`src/rtl/sfrx_pkg.sv`:
```
// Shared types and constants for the serial frame receiver.
// Used by the RAM-backed datapath, the controller and the top level.
`timescale 1ns / 1ps
`default_nettype none

package sfrx_pkg;

    localparam int MAX_PAYLOAD = 32;
    localparam int STORE_DEPTH = MAX_PAYLOAD + 6;
    localparam int PTR_W       = $clog2(STORE_DEPTH);
    localparam int CNT_W       = $clog2(STORE_DEPTH + 1);

    localparam int BYTE_W      = 8;
    localparam int TICK_W      = 16;
    localparam int CFG_W       = 16;
    localparam int CFG_IDX_W   = 2;
    localparam int STATUS_W    = 2;

    // frame layout
    localparam logic [BYTE_W-1:0] SYNC0_BYTE = 8'h55;
    localparam logic [BYTE_W-1:0] SYNC1_BYTE = 8'hAA;
    localparam logic [BYTE_W-1:0] TAIL_BYTE  = 8'hF0;
    localparam int HDR_LEN      = 4;
    localparam int FRAME_EXTRA  = HDR_LEN + 2;

    // configuration register indexes
    localparam logic [CFG_IDX_W-1:0] REG_MODULE_ADDRESS = 2'd0;
    localparam logic [CFG_IDX_W-1:0] REG_TIMEOUT_TICKS  = 2'd1;

    localparam logic [BYTE_W-1:0] MODULE_ADDRESS_RST = 8'd1;
    localparam logic [TICK_W-1:0] TIMEOUT_TICKS_RST  = 16'd300;

    // result status codes
    localparam logic [STATUS_W-1:0] ST_PAYLOAD     = 2'd0;
    localparam logic [STATUS_W-1:0] ST_EMPTY_FRAME = 2'd1;
    localparam logic [STATUS_W-1:0] ST_CHECK_ERROR = 2'd2;
    localparam logic [STATUS_W-1:0] ST_TIMEOUT     = 2'd3;

    typedef enum logic [2:0] {
        OFF_HOLD,
        OFF_CLR,
        OFF_INC,
        OFF_SET_CHK,
        OFF_SET_PAY
    } off_op_t;

    typedef struct packed {
        logic                take;
        off_op_t             off_op;
        logic                rd_en;
        logic                latch_len;
        logic                start_timer;
        logic                stop_timer;
        logic                xor_acc;
        logic                emit;
        logic [STATUS_W-1:0] emit_status;
        logic                drop_one;
        logic                drop_frame;
    } ctrl_cmd_t;

    typedef struct packed {
        logic count_ge_min;
        logic hdr_ok;
        logic hdr_last;
        logic complete;
        logic in_time;
        logic timed_out;
        logic chk_last;
        logic frame_good;
        logic len_zero;
        logic pay_last;
        logic out_free;
    } dp_stat_t;

endpackage : sfrx_pkg

`default_nettype wire

```
`src/rtl/sfrx_ram.sv`:
```
// Generic single-write, single-read RAM with registered read data.
// No dependencies.
`timescale 1ns / 1ps
`default_nettype none

module sfrx_ram #(
    parameter int WIDTH = 8,
    parameter int DEPTH = 32
) (
    input  wire logic                     clk,
    input  wire logic                     we,
    input  wire logic [$clog2(DEPTH)-1:0] waddr,
    input  wire logic [WIDTH-1:0]         wdata,
    input  wire logic                     re,
    input  wire logic [$clog2(DEPTH)-1:0] raddr,
    output      logic [WIDTH-1:0]         rdata
);

    logic [WIDTH-1:0] mem [DEPTH];
    logic [WIDTH-1:0] rdata_reg;

    always_ff @(posedge clk)
    begin
        if (we)
        begin
            mem[waddr] <= wdata;
        end
        if (re)
        begin
            rdata_reg <= mem[raddr];
        end
    end

    assign rdata = rdata_reg;

endmodule : sfrx_ram

`default_nettype wire

```
`src/rtl/sfrx_dp.sv`:
```
// Datapath: circular frame store, offset/length/XOR registers, tick timer,
// configuration registers and the output register. Uses sfrx_pkg, sfrx_ram.
`timescale 1ns / 1ps
`default_nettype none

module sfrx_dp
    import sfrx_pkg::*;
(
    input  wire logic                 clk,
    input  wire logic                 rst_n,
    input  wire ctrl_cmd_t            cmd,
    output      dp_stat_t             stat,
    input  wire logic                 func,
    input  wire logic [BYTE_W-1:0]    rx_byte,
    input  wire logic                 cfg_we,
    input  wire logic [CFG_IDX_W-1:0] cfg_index,
    input  wire logic [CFG_W-1:0]     cfg_data,
    output      logic                 out_valid,
    input  wire logic                 out_stall,
    output      logic [BYTE_W-1:0]    payload_byte,
    output      logic                 last,
    output      logic [STATUS_W-1:0]  status
);

    localparam logic [CNT_W:0]  DEPTH_W = (CNT_W + 1)'(STORE_DEPTH);
    localparam logic [CNT_W-1:0] DEPTH_C = CNT_W'(STORE_DEPTH);

    logic [PTR_W-1:0]    head_reg,    head_next;
    logic [CNT_W-1:0]    count_reg,   count_next;
    logic [CNT_W-1:0]    off_reg,     off_next;
    logic [CNT_W-1:0]    len_reg;
    logic [BYTE_W-1:0]   xor_reg;
    logic                running_reg, running_next;
    logic [TICK_W-1:0]   elapsed_reg, elapsed_next;
    logic [BYTE_W-1:0]   addr_cfg_reg;
    logic [TICK_W-1:0]   timeout_cfg_reg;
    logic                out_valid_reg;
    logic [BYTE_W-1:0]   payload_reg;
    logic                last_reg;
    logic [STATUS_W-1:0] status_reg;

    logic [BYTE_W-1:0]   rd_byte;
    logic                wr_en;
    logic [PTR_W-1:0]    wr_addr;
    logic [PTR_W-1:0]    rd_addr;
    logic [CNT_W-1:0]    total;
    logic [CNT_W-1:0]    drop_n;
    logic                hdr_ok;

    // (a + b) mod STORE_DEPTH, valid while a + b < 2 * STORE_DEPTH
    function automatic logic [PTR_W-1:0] wrap_add(input logic [PTR_W-1:0] a,
                                                  input logic [CNT_W-1:0] b);
        logic [CNT_W:0] s;
        s = (CNT_W + 1)'(a) + (CNT_W + 1)'(b);
        if (s >= DEPTH_W)
        begin
            s = s - DEPTH_W;
        end
        return s[PTR_W-1:0];
    endfunction

    assign total = len_reg + CNT_W'(FRAME_EXTRA);

    always_comb
    begin
        case (cmd.off_op)
            OFF_HOLD:    off_next = off_reg;
            OFF_CLR:     off_next = '0;
            OFF_INC:     off_next = off_reg + CNT_W'(1);
            OFF_SET_CHK: off_next = CNT_W'(2);
            OFF_SET_PAY: off_next = CNT_W'(HDR_LEN);
            default:     off_next = off_reg;
        endcase
    end

    assign rd_addr = wrap_add(head_reg, off_next);
    assign wr_en   = cmd.take && !func && (count_reg < DEPTH_C);
    assign wr_addr = wrap_add(head_reg, count_reg);

    sfrx_ram #(
        .WIDTH(BYTE_W),
        .DEPTH(STORE_DEPTH)
    ) u_store (
        .clk  (clk),
        .we   (wr_en),
        .waddr(wr_addr),
        .wdata(rx_byte),
        .re   (cmd.rd_en),
        .raddr(rd_addr),
        .rdata(rd_byte)
    );

    // buffer occupancy
    always_comb
    begin
        head_next  = head_reg;
        count_next = count_reg;
        drop_n     = '0;
        if (cmd.drop_one)
        begin
            drop_n = CNT_W'(1);
        end
        else if (cmd.drop_frame)
        begin
            drop_n = total;
        end
        if (cmd.drop_one || cmd.drop_frame)
        begin
            head_next  = wrap_add(head_reg, drop_n);
            count_next = count_reg - drop_n;
        end
        else if (wr_en)
        begin
            count_next = count_reg + CNT_W'(1);
        end
    end

    // tick timer
    always_comb
    begin
        running_next = running_reg;
        elapsed_next = elapsed_reg;
        if (cmd.stop_timer)
        begin
            running_next = 1'b0;
            elapsed_next = '0;
        end
        else if (cmd.start_timer && !running_reg)
        begin
            running_next = 1'b1;
            elapsed_next = '0;
        end
        else if (cmd.take && func && running_reg && (elapsed_reg != '1))
        begin
            elapsed_next = elapsed_reg + TICK_W'(1);
        end
    end

    always_ff @(posedge clk or negedge rst_n)
    begin
        if (!rst_n)
        begin
            head_reg        <= '0;
            count_reg       <= '0;
            running_reg     <= 1'b0;
            elapsed_reg     <= '0;
            addr_cfg_reg    <= MODULE_ADDRESS_RST;
            timeout_cfg_reg <= TIMEOUT_TICKS_RST;
            out_valid_reg   <= 1'b0;
        end
        else
        begin
            head_reg    <= head_next;
            count_reg   <= count_next;
            running_reg <= running_next;
            elapsed_reg <= elapsed_next;
            if (cfg_we && (cfg_index == REG_MODULE_ADDRESS))
            begin
                addr_cfg_reg <= cfg_data[BYTE_W-1:0];
            end
            if (cfg_we && (cfg_index == REG_TIMEOUT_TICKS))
            begin
                timeout_cfg_reg <= cfg_data[TICK_W-1:0];
            end
            if (cmd.emit)
            begin
                out_valid_reg <= 1'b1;
            end
            else if (!out_stall)
            begin
                out_valid_reg <= 1'b0;
            end
        end
    end

    // payload registers, no reset needed
    always_ff @(posedge clk)
    begin
        off_reg <= off_next;
        if (cmd.latch_len)
        begin
            len_reg <= rd_byte[CNT_W-1:0];
            xor_reg <= '0;
        end
        else if (cmd.xor_acc)
        begin
            xor_reg <= xor_reg ^ rd_byte;
        end
        if (cmd.emit)
        begin
            status_reg  <= cmd.emit_status;
            payload_reg <= (cmd.emit_status == ST_PAYLOAD) ? rd_byte : '0;
            last_reg    <= (cmd.emit_status == ST_PAYLOAD) ? stat.pay_last : 1'b1;
        end
    end

    always_comb
    begin
        case (off_reg)
            CNT_W'(0): hdr_ok = (rd_byte == SYNC0_BYTE);
            CNT_W'(1): hdr_ok = (rd_byte == SYNC1_BYTE);
            CNT_W'(2): hdr_ok = (rd_byte == addr_cfg_reg);
            CNT_W'(3): hdr_ok = (rd_byte <= BYTE_W'(MAX_PAYLOAD));
            default:   hdr_ok = 1'b0;
        endcase
    end

    assign stat.hdr_ok       = hdr_ok;
    assign stat.count_ge_min = (count_reg >= CNT_W'(FRAME_EXTRA));
    assign stat.hdr_last     = (off_reg == CNT_W'(HDR_LEN - 1));
    assign stat.complete     = (count_reg >= total);
    assign stat.in_time      = (elapsed_reg <= timeout_cfg_reg);
    assign stat.timed_out    = (elapsed_reg >= timeout_cfg_reg);
    assign stat.chk_last     = (off_reg == len_reg + CNT_W'(HDR_LEN));
    assign stat.frame_good   = (xor_reg == '0) && (rd_byte == TAIL_BYTE);
    assign stat.len_zero     = (len_reg == '0);
    assign stat.pay_last     = (off_reg == len_reg + CNT_W'(HDR_LEN - 1));
    assign stat.out_free     = !out_valid_reg || !out_stall;

    assign out_valid    = out_valid_reg;
    assign payload_byte = payload_reg;
    assign last         = last_reg;
    assign status       = status_reg;

    a_count_bound: assert property (@(posedge clk) disable iff (!rst_n)
        count_reg <= DEPTH_C)
        else $error("fill count above store depth");

    a_head_bound: assert property (@(posedge clk) disable iff (!rst_n)
        head_reg < PTR_W'(STORE_DEPTH))
        else $error("head pointer out of range");

    a_timer_idle: assert property (@(posedge clk) disable iff (!rst_n)
        !running_reg |-> (elapsed_reg == '0))
        else $error("elapsed ticks nonzero while timer stopped");

    a_no_overwrite: assert property (@(posedge clk) disable iff (!rst_n)
        (out_valid_reg && out_stall) |-> !cmd.emit)
        else $error("result overwritten while stalled");

    a_drop_fits: assert property (@(posedge clk) disable iff (!rst_n)
        cmd.drop_frame |-> (count_reg >= total))
        else $error("frame drop larger than buffered bytes");

endmodule : sfrx_dp

`default_nettype wire

```
`src/rtl/sfrx_ctrl.sv`:
```
// Controller FSM: input handshake, header scan, checksum pass and result
// sequencing. Drives sfrx_dp through ctrl_cmd_t. Uses sfrx_pkg.
`timescale 1ns / 1ps
`default_nettype none

module sfrx_ctrl
    import sfrx_pkg::*;
(
    input  wire logic      clk,
    input  wire logic      rst_n,
    input  wire logic      in_valid,
    output      logic      in_stall,
    input  wire dp_stat_t  stat,
    output      ctrl_cmd_t cmd
);

    typedef enum logic [3:0] {
        S_IDLE,
        S_SCAN,
        S_HDR,
        S_DECIDE,
        S_CHK,
        S_TAIL,
        S_PAY,
        S_EMPTY,
        S_BAD,
        S_TMO
    } state_t;

    state_t state_reg, state_next;

    always_comb
    begin
        state_next      = state_reg;
        cmd             = '0;
        cmd.off_op      = OFF_HOLD;
        cmd.emit_status = ST_PAYLOAD;
        case (state_reg)
            S_IDLE:
            begin
                if (in_valid)
                begin
                    cmd.take   = 1'b1;
                    state_next = S_SCAN;
                end
            end
            S_SCAN:
            begin
                if (stat.count_ge_min)
                begin
                    cmd.off_op = OFF_CLR;
                    cmd.rd_en  = 1'b1;
                    state_next = S_HDR;
                end
                else
                begin
                    state_next = S_IDLE;
                end
            end
            S_HDR:
            begin
                if (!stat.hdr_ok)
                begin
                    cmd.drop_one = 1'b1;
                    state_next   = S_SCAN;
                end
                else if (stat.hdr_last)
                begin
                    cmd.latch_len   = 1'b1;
                    cmd.start_timer = 1'b1;
                    state_next      = S_DECIDE;
                end
                else
                begin
                    cmd.off_op = OFF_INC;
                    cmd.rd_en  = 1'b1;
                end
            end
            S_DECIDE:
            begin
                if (stat.complete && stat.in_time)
                begin
                    cmd.off_op = OFF_SET_CHK;
                    cmd.rd_en  = 1'b1;
                    state_next = S_CHK;
                end
                else if (stat.timed_out)
                begin
                    state_next = S_TMO;
                end
                else
                begin
                    state_next = S_IDLE;
                end
            end
            S_CHK:
            begin
                // XOR runs over address, length, payload and checksum
                cmd.xor_acc = 1'b1;
                cmd.off_op  = OFF_INC;
                cmd.rd_en   = 1'b1;
                if (stat.chk_last)
                begin
                    state_next = S_TAIL;
                end
            end
            S_TAIL:
            begin
                if (!stat.frame_good)
                begin
                    state_next = S_BAD;
                end
                else if (stat.len_zero)
                begin
                    state_next = S_EMPTY;
                end
                else
                begin
                    cmd.off_op = OFF_SET_PAY;
                    cmd.rd_en  = 1'b1;
                    state_next = S_PAY;
                end
            end
            S_PAY:
            begin
                if (stat.out_free)
                begin
                    cmd.emit        = 1'b1;
                    cmd.emit_status = ST_PAYLOAD;
                    if (stat.pay_last)
                    begin
                        cmd.stop_timer = 1'b1;
                        cmd.drop_frame = 1'b1;
                        state_next     = S_SCAN;
                    end
                    else
                    begin
                        cmd.off_op = OFF_INC;
                        cmd.rd_en  = 1'b1;
                    end
                end
            end
            S_EMPTY:
            begin
                if (stat.out_free)
                begin
                    cmd.emit        = 1'b1;
                    cmd.emit_status = ST_EMPTY_FRAME;
                    cmd.stop_timer  = 1'b1;
                    cmd.drop_frame  = 1'b1;
                    state_next      = S_SCAN;
                end
            end
            S_BAD:
            begin
                if (stat.out_free)
                begin
                    cmd.emit        = 1'b1;
                    cmd.emit_status = ST_CHECK_ERROR;
                    cmd.stop_timer  = 1'b1;
                    cmd.drop_one    = 1'b1;
                    state_next      = S_SCAN;
                end
            end
            S_TMO:
            begin
                if (stat.out_free)
                begin
                    cmd.emit        = 1'b1;
                    cmd.emit_status = ST_TIMEOUT;
                    cmd.stop_timer  = 1'b1;
                    cmd.drop_one    = 1'b1;
                    state_next      = S_SCAN;
                end
            end
            default:
            begin
                state_next = S_IDLE;
            end
        endcase
    end

    always_ff @(posedge clk or negedge rst_n)
    begin
        if (!rst_n)
        begin
            state_reg <= S_IDLE;
        end
        else
        begin
            state_reg <= state_next;
        end
    end

    assign in_stall = (state_reg != S_IDLE);

    a_take_idle: assert property (@(posedge clk) disable iff (!rst_n)
        cmd.take |-> (state_reg == S_IDLE))
        else $error("transaction taken outside idle");

    a_scan_after_take: assert property (@(posedge clk) disable iff (!rst_n)
        cmd.take |=> (state_reg == S_SCAN))
        else $error("no scan after input transaction");

    a_single_drop: assert property (@(posedge clk) disable iff (!rst_n)
        !(cmd.drop_one && cmd.drop_frame))
        else $error("two drop commands at once");

    a_emit_free: assert property (@(posedge clk) disable iff (!rst_n)
        cmd.emit |-> stat.out_free)
        else $error("emit while output register busy");

endmodule : sfrx_ctrl

`default_nettype wire

```
`src/rtl/serial_frame_receiver_xor_check_top.sv`:
```
// Serial frame receiver with header, address, length and XOR check; one item at a time.
// An input transaction is taken only in idle, then the scan runs before the next one is
// taken: it stops below six buffered bytes, drops one byte per rejected header position,
// checks a good header, then waits on an incomplete frame or makes the checksum pass, then
// emits the results (output stalls hold them). The frame store has a single read port.
// Reset (rst_n, async): buffer empty, timer stopped, registers 1 and 300.
`timescale 1ns / 1ps
`default_nettype none

module serial_frame_receiver_xor_check_top
    import sfrx_pkg::*;
(
    input  wire logic                 clk,
    input  wire logic                 rst_n,
    input  wire logic                 in_valid,
    output      logic                 in_stall,
    input  wire logic                 func,
    input  wire logic [BYTE_W-1:0]    rx_byte,
    output      logic                 out_valid,
    input  wire logic                 out_stall,
    output      logic [BYTE_W-1:0]    payload_byte,
    output      logic                 last,
    output      logic [STATUS_W-1:0]  status,
    input  wire logic                 cfg_we,
    input  wire logic [CFG_IDX_W-1:0] cfg_index,
    input  wire logic [CFG_W-1:0]     cfg_data
);

    ctrl_cmd_t cmd;
    dp_stat_t  stat;

    sfrx_ctrl u_ctrl (
        .clk     (clk),
        .rst_n   (rst_n),
        .in_valid(in_valid),
        .in_stall(in_stall),
        .stat    (stat),
        .cmd     (cmd)
    );

    sfrx_dp u_dp (
        .clk         (clk),
        .rst_n       (rst_n),
        .cmd         (cmd),
        .stat        (stat),
        .func        (func),
        .rx_byte     (rx_byte),
        .cfg_we      (cfg_we),
        .cfg_index   (cfg_index),
        .cfg_data    (cfg_data),
        .out_valid   (out_valid),
        .out_stall   (out_stall),
        .payload_byte(payload_byte),
        .last        (last),
        .status      (status)
    );

endmodule : serial_frame_receiver_xor_check_top

`default_nettype wire

```
`config.mk`:
```
export PLATFORM = sky130hd
export DESIGN_NAME = serial_frame_receiver_xor_check_top
export DESIGN_NICKNAME = d
export VERILOG_FILES = /design/src/rtl/sfrx_pkg.sv /design/src/rtl/sfrx_ram.sv /design/src/rtl/sfrx_dp.sv /design/src/rtl/sfrx_ctrl.sv /design/src/rtl/serial_frame_receiver_xor_check_top.sv
export SDC_FILE = /design/constraint.sdc
export NUM_CORES = 1
export LEC_CHECK = 0
export BUFFER_PORTS_ARGS = -buffer_cell sky130_fd_sc_hd__buf_2
export CORE_MARGIN = 3
export CORE_UTILIZATION = 63
export CTS_CLUSTER_SIZE = 30
export DETAILED_ROUTE_END_ITERATION = 10
export MAX_ROUTING_LAYER = met4
export PLACE_DENSITY = 0.77
export SYNTH_ARGS = -nofsm -noshare
export SYNTH_HDL_FRONTEND = slang
export SYNTH_SLANG_ARGS = --single-unit
```
`constraint.sdc`:
```
create_clock -name clk -period 7.5 [get_ports clk]
set_clock_uncertainty 0.05 [all_clocks]
set_input_delay 1.5 -clock clk [delete_from_list [all_inputs] [get_ports clk]]
set_output_delay 1.5 -clock clk [all_outputs]
set_load 0.01 [all_outputs]
```
==> results of run 1 <==
layout make-up:
cell class	instances	area share [%]
sequential	401	55.2
multi-input combinational	980	32.7
clock buffer	56	5.54
tap	384	2.28
timing repair buffer	70	2.05
clock inverter	21	1.54
inverter	43	0.766
final timing paths:
path	endpoint	from
min in group asynchronous	u_dp.count_reg[1]	rst_n
setup reg to reg	u_dp.u_store.rdata[2]	u_dp.len_reg[2]
hold reg to reg	u_dp.timeout_cfg_reg[15]	u_dp.timeout_cfg_reg[15]
setup / recovery	u_dp.u_store.rdata[2]	u_dp.len_reg[2]
max in group asynchronous	u_dp.addr_cfg_reg[1]	rst_n
hold / removal	u_dp.timeout_cfg_reg[15]	u_dp.timeout_cfg_reg[15]
what timing repair did:
action                     4_1_cts  5_1_grt
resized for setup                0        5
setup endpoints to repair        0        8
setup buffers                    0        3
synth_stat cells, types with 20 or more instances:
cell type  instances  area (um^2)
inv_1             43          161
a211oi_1          36          270
and3_1            41          257
a21oi_1           60          300
nand2_1          146          548
dfrtp_1           53         1330
nor2_1           121          454
edfxtp_1         329         9880
a21o_1            20          150
clkbuf_1          29          109
ha_1              60          751
nand3_1           29          145
xor2_1            30          263
o21ai_0           33          165
xnor2_1           22          193
mux2_2            34          383
mux2i_1           65          651
metrics by stage:
| step | std cells | instance area, um^2 | util (%) | hold slack [ns] | worst slack [ns] |
|---|---|---|---|---|---|
| 3_3_place_gp | 1874 | 19500 | 66.9 | 0.441 | 0.431 |
| 4_1_cts | 1951 | 21000 | 72.0 | 0.459 | 0.247 |
| 3_5_place_dp | 1874 | 19500 | 66.9 | 0.446 | 0.309 |
| 6_report | 1955 | 21100 | 72.2 | 0.458 | 0.351 |
| 5_1_grt | 1955 | 21100 | 72.2 | 0.482 | 0.00292 |
| 2_1_floorplan | 1485 | 19000 | - | 0.398 | 1.42 |
worst reg2reg max path: cells and delay by family (launching register included):
kind / cells / cell delay (ns)
AOI/OAI and AO/OA: 8 / 1.75
muxes: 1 / 0.19
buffers and inverters: 6 / 1.13
DFF: 1 / 0.47
and+or+nand+nor: 6 / 1.60
adders and majority gates: 5 / 1.71
kinds of logic (layout without fill, tap and decap cells):
family | after synthesis | after routing | share of synthesized area, %
adder cells (fa/ha/maj) | 64 | 64 | 4.38
AO/OA/AOI/OAI | 282 | 282 | 10.5
AND/OR/NAND/NOR | 471 | 472 | 12.1
buffers and inverters | 105 | 190 | 2.64
multiplexers | 110 | 110 | 6.70
XOR/XNOR | 52 | 52 | 2.40
flip-flops | 401 | 401 | 61.3
metal layers:
layer | GRT usage (%) | wire length, um
met3 | 4.45 | 3520
met1 | 36.6 | 17800
met2 | 45.1 | 21600
met4 | 10.7 | 2080
met5 | - | 0
==> flow_summary.toml, run 1 <==
[run_status]
outcome = "complete, no violations"

[floorplanning]
start_util_pct = 65.0
core_mm2 = 0.0292
fp.dieH_um = 179
num_rows = 62
io-pin-count = 45
die_w_um = 179
die_area_mm2 = 0.0322

[detailed_routing]
via_per_inst = 6.49
detailedRoute.firstPassIterationCount = 5
drt_iter0_markers = 1486
wirelength_mm = 45.0
ant_nets = 0
drc = 0
dr_total_vias = 12700
wl_per_cell_um = 23.0

[cells_and_area]
layout-drive-gt1-share_pct = 13.2
antenna_cells = 0
final_common_cell = "edfxtp_1"
area.growth.synth_to_final_pct = 11.1
largest_reg_flops = 304
most-common-layout-cells = "edfxtp_1, nand2_1, nor2_1"
multi_input_area_mm2 = 0.00688
final_nets = 1634
n_fill_cell = 2011
seq_area_mm2 = 0.0116

[job]
drv_cap = 0

[cts]
htree_levels = 2
numCtsBuffers = 42
cts_hold_buf = 0
clock-sinks = 401
clock_latency_ns = 0.55
tritoncts = "done"
clockBufferDepth = 3
cts.clk_slew.worst_paths_ns = 0.06
cts_root_buf = "clkbuf_16"

[worst_setup_path]
crit_arrival_ns = 7.40
r2r_cells = 26
critPathBufInv = 6
cp_num_cells = 26
critPathLaunchType = "register"
criticalPathCategory = "reg -> reg"
cpMaxStageDelayCell = "fa_1"
cpPeakStageDelay_ns = 0.70
cp_top_family = "compound AO/OA/AOI/OAI gates"
cp_common_cell = "ha_1"
required_ns = 7.75
rrSetupSlack_ns = 0.35
path_max_fanout = 32
end_kind = "register"

[sta]
finalSetupTns_ns = 0
max_slew.worst_pin.slew_ns = 1.14
finalHoldViolCount = 0
slew_headroom_pct = 24.0
fin_crit_sh_pct = 95.3
setup_violations = 0
slew_viol_final = 0
rsz0062_at_grt = "false"
min_period_ns = 7.15
timing.fmax_mhz = 140

[global_route]
grt_max_degree = 59
antenna_found_initial = 0
grt_pass1_vias = 12400
grt_remaining_overflow = 0
grtUsageTotal_pct = 28.1
grt_first_pass_wirelength_mm = 69.4

[synthesis]
ys.flop_type = "edfxtp_1"
synth-seq-cells = 401
synth_cell_types = 81
synth-edff-count = 329
avgSynthCellArea_um2 = 12.8
mappedNetlistArea_mm2 = 0.0190
synth_cells = 1485
yosysSeqAreaShare_pct = 61.3
ys_warn_count = 0
synthArstFlopShare_pct = 14.5
syn_nets = 1581

[worst_hold_path]
hold_class = "reg -> reg"
min_path_cells = 1

[placed_design]
dpl.hpwl_mm = 29.4
port_buffers = 44
finalWeightedCongestion = 0.933
Power of run 1 is not shown: default switching activity piles up to over one toggle a cycle in this logic, so the estimate is an artifact.
==> inputs of run 2 (changes only) <==
==> constraint.sdc (replaced) <==
create_clock -name clk -period 6.58 [get_ports clk]
set_clock_uncertainty 0.05 [all_clocks]
set_input_delay 1.316 -clock clk [delete_from_list [all_inputs] [get_ports clk]]
set_output_delay 1.316 -clock clk [all_outputs]
set_load 0.01 [all_outputs]
==> run 2 against run 1 <==
Cell area is 0.91% higher. Core utilization grew 0.66 points. First-iteration DRC count decreased by 5.5%. Non-clock buffer count is 24 higher. Die area stayed put. Critical endpoint is now u_dp.u_store.rdata[6]. Largest cell class unchanged.
==> flow_summary.toml, run 2 (synthesized netlist as in run 1, its figures left out) <==
[run_status]
outcome = "complete, no violations"

[cells_and_area]
final_common_cell = "edfxtp_1"
most-common-layout-cells = "edfxtp_1, nand2_1, nor2_1"
antenna_cells = 0
area.growth.synth_to_final_pct = 12.1
layout-drive-gt1-share_pct = 15.6
largest_reg_flops = 304
final_nets = 1657
fin_cells = 1976

[worst_hold_path]
hold_class = "reg -> reg"

[cts]
clock-sinks = 401
numCtsBuffers = 42
cts_hold_buf = 0
cts_root_buf = "clkbuf_16"
tritoncts = "done"
clockBufferDepth = 3
cts.clk_slew.worst_paths_ns = 0.06
clock_latency_ns = 0.55
htree_levels = 2

[global_route]
grt_first_pass_wirelength_mm = 70.3
grt_remaining_overflow = 0
grtUsageTotal_pct = 28.4
antenna_found_initial = 0
grt_max_degree = 59
grt_pass1_vias = 12500

[worst_setup_path]
cp_top_family = "compound AO/OA/AOI/OAI gates"
crit_arrival_ns = 6.49
criticalPathCategory = "reg -> reg"
critPathBufInv = 3
cpPeakStageDelay_ns = 0.47
cp_common_cell = "a21o_1"
end_kind = "register"
required_ns = 6.80
critPathLaunchType = "register"
cpMaxStageDelayCell = "edfxtp_1"
path_max_fanout = 29

[detailed_routing]
route.top_layer_used = "met4"
drc = 0
dr_total_vias = 12800
wl_per_cell_um = 23.0
wl_met2_mm = 22.3
drt_iter0_markers = 1404
via_per_inst = 6.49
ant_nets = 0
detailedRoute.firstPassIterationCount = 5
wirelength_mm = 45.4
met1_length_mm = 17.9
wl_met3_mm = 3.45

[floorplanning]
die_area_mm2 = 0.0322
num_rows = 62
die_w_um = 179
io-pin-count = 45
start_util_pct = 65.0
core_mm2 = 0.0292
fp.dieH_um = 179

[sta]
slew_viol_final = 0
timing.fmax_mhz = 160
fin_crit_sh_pct = 95.2
finalHoldViolCount = 0
setup_violations = 0
max_slew.worst_pin.slew_ns = 1.13
setup_ws_ns = 0.315
min_period_ns = 6.26
slew_headroom_pct = 24.3

[placed_design]
finalWeightedCongestion = 0.946
pre_cts_ws_ns = 0.0323
dpl.hpwl_mm = 30.3
placed_cells = 1897
port_buffers = 44

[job]
drv_cap = 0
run 2: worst reg2reg max path, stage by stage, from the launching register on:
cell	delay (ns)
edfxtp_1	0.47
ha_1	0.32
nand2b_1	0.14
a21o_1	0.17
a21o_1	0.17
a21o_1	0.17
a21o_1	0.20
a21oi_4	0.21
nor3_1	0.07
or2_2	0.37
nor2_2	0.12
mux2_2	0.17
ha_1	0.16
inv_1	0.06
fa_1	0.39
nand2b_1	0.19
a21oi_2	0.23
xor2_2	0.15
o41a_1	0.47
o21ai_4	0.28
nand2_8	0.16
buf_16	0.23
mux2_1	0.35
a211o_1	0.32
nor4_2	0.19
buf_4	0.17
nor4_2	0.04
run 2: path summary, 6_finish.rpt:
kind | from | endpoint | slack, ns | cells after the start
max | u_dp.len_reg[0] | u_dp.u_store.rdata[6] | 0.32 | 26
min | u_dp.timeout_cfg_reg[12] | u_dp.timeout_cfg_reg[12] | 0.46 | 1
max reg2reg | u_dp.len_reg[0] | u_dp.u_store.rdata[6] | 0.32 | 26
min reg2reg | u_dp.timeout_cfg_reg[12] | u_dp.timeout_cfg_reg[12] | 0.46 | 1
max in group asynchronous | rst_n | u_dp.elapsed_reg[3] | 5.04 | 2
min in group asynchronous | rst_n | u_dp.count_reg[2] | 0.88 | 2
run 2: metal layers:
layer	global-route usage, %	vias up
li1	-	5782
met1	37.2	6324
met5	-	-
met3	4.24	118
met2	45.6	603
met4	10.6	0
run 2: through the flow:
| stage | util, % | hold WS [ns] | setup TNS [ns] | area [um^2] |
|---|---|---|---|---|
| 2_1_floorplan | - | 0.398 | 0 | 19000 |
| 3_3_place_gp | 67.6 | 0.441 | 0 | 19700 |
| 3_5_place_dp | 67.6 | 0.446 | 0 | 19700 |
| 4_1_cts | 72.3 | 0.462 | 0 | 21100 |
| 5_1_grt | 72.9 | 0.478 | -0.0969 | 21300 |
| 6_report | 72.9 | 0.460 | 0 | 21300 |
run 2: area by class of cell:
cell class | instances | area, um^2
clock buffers | 52 | 1100
inverters | 43 | 161
clock inverters | 23 | 273
repair buffers | 94 | 664
fillers | 1948 | 7910
well taps | 384 | 480
flip-flops and latches | 401 | 11600
multi-input cells | 979 | 6960
run 2: timing repair:
| item | in CTS | in global routing |
|---|---|---|
| buffers inserted | 0 | 4 |
| resized for setup | 0 | 32 |
| setup endpoints to repair | 0 | 8 |
Power of run 2 is left out for the same reason.
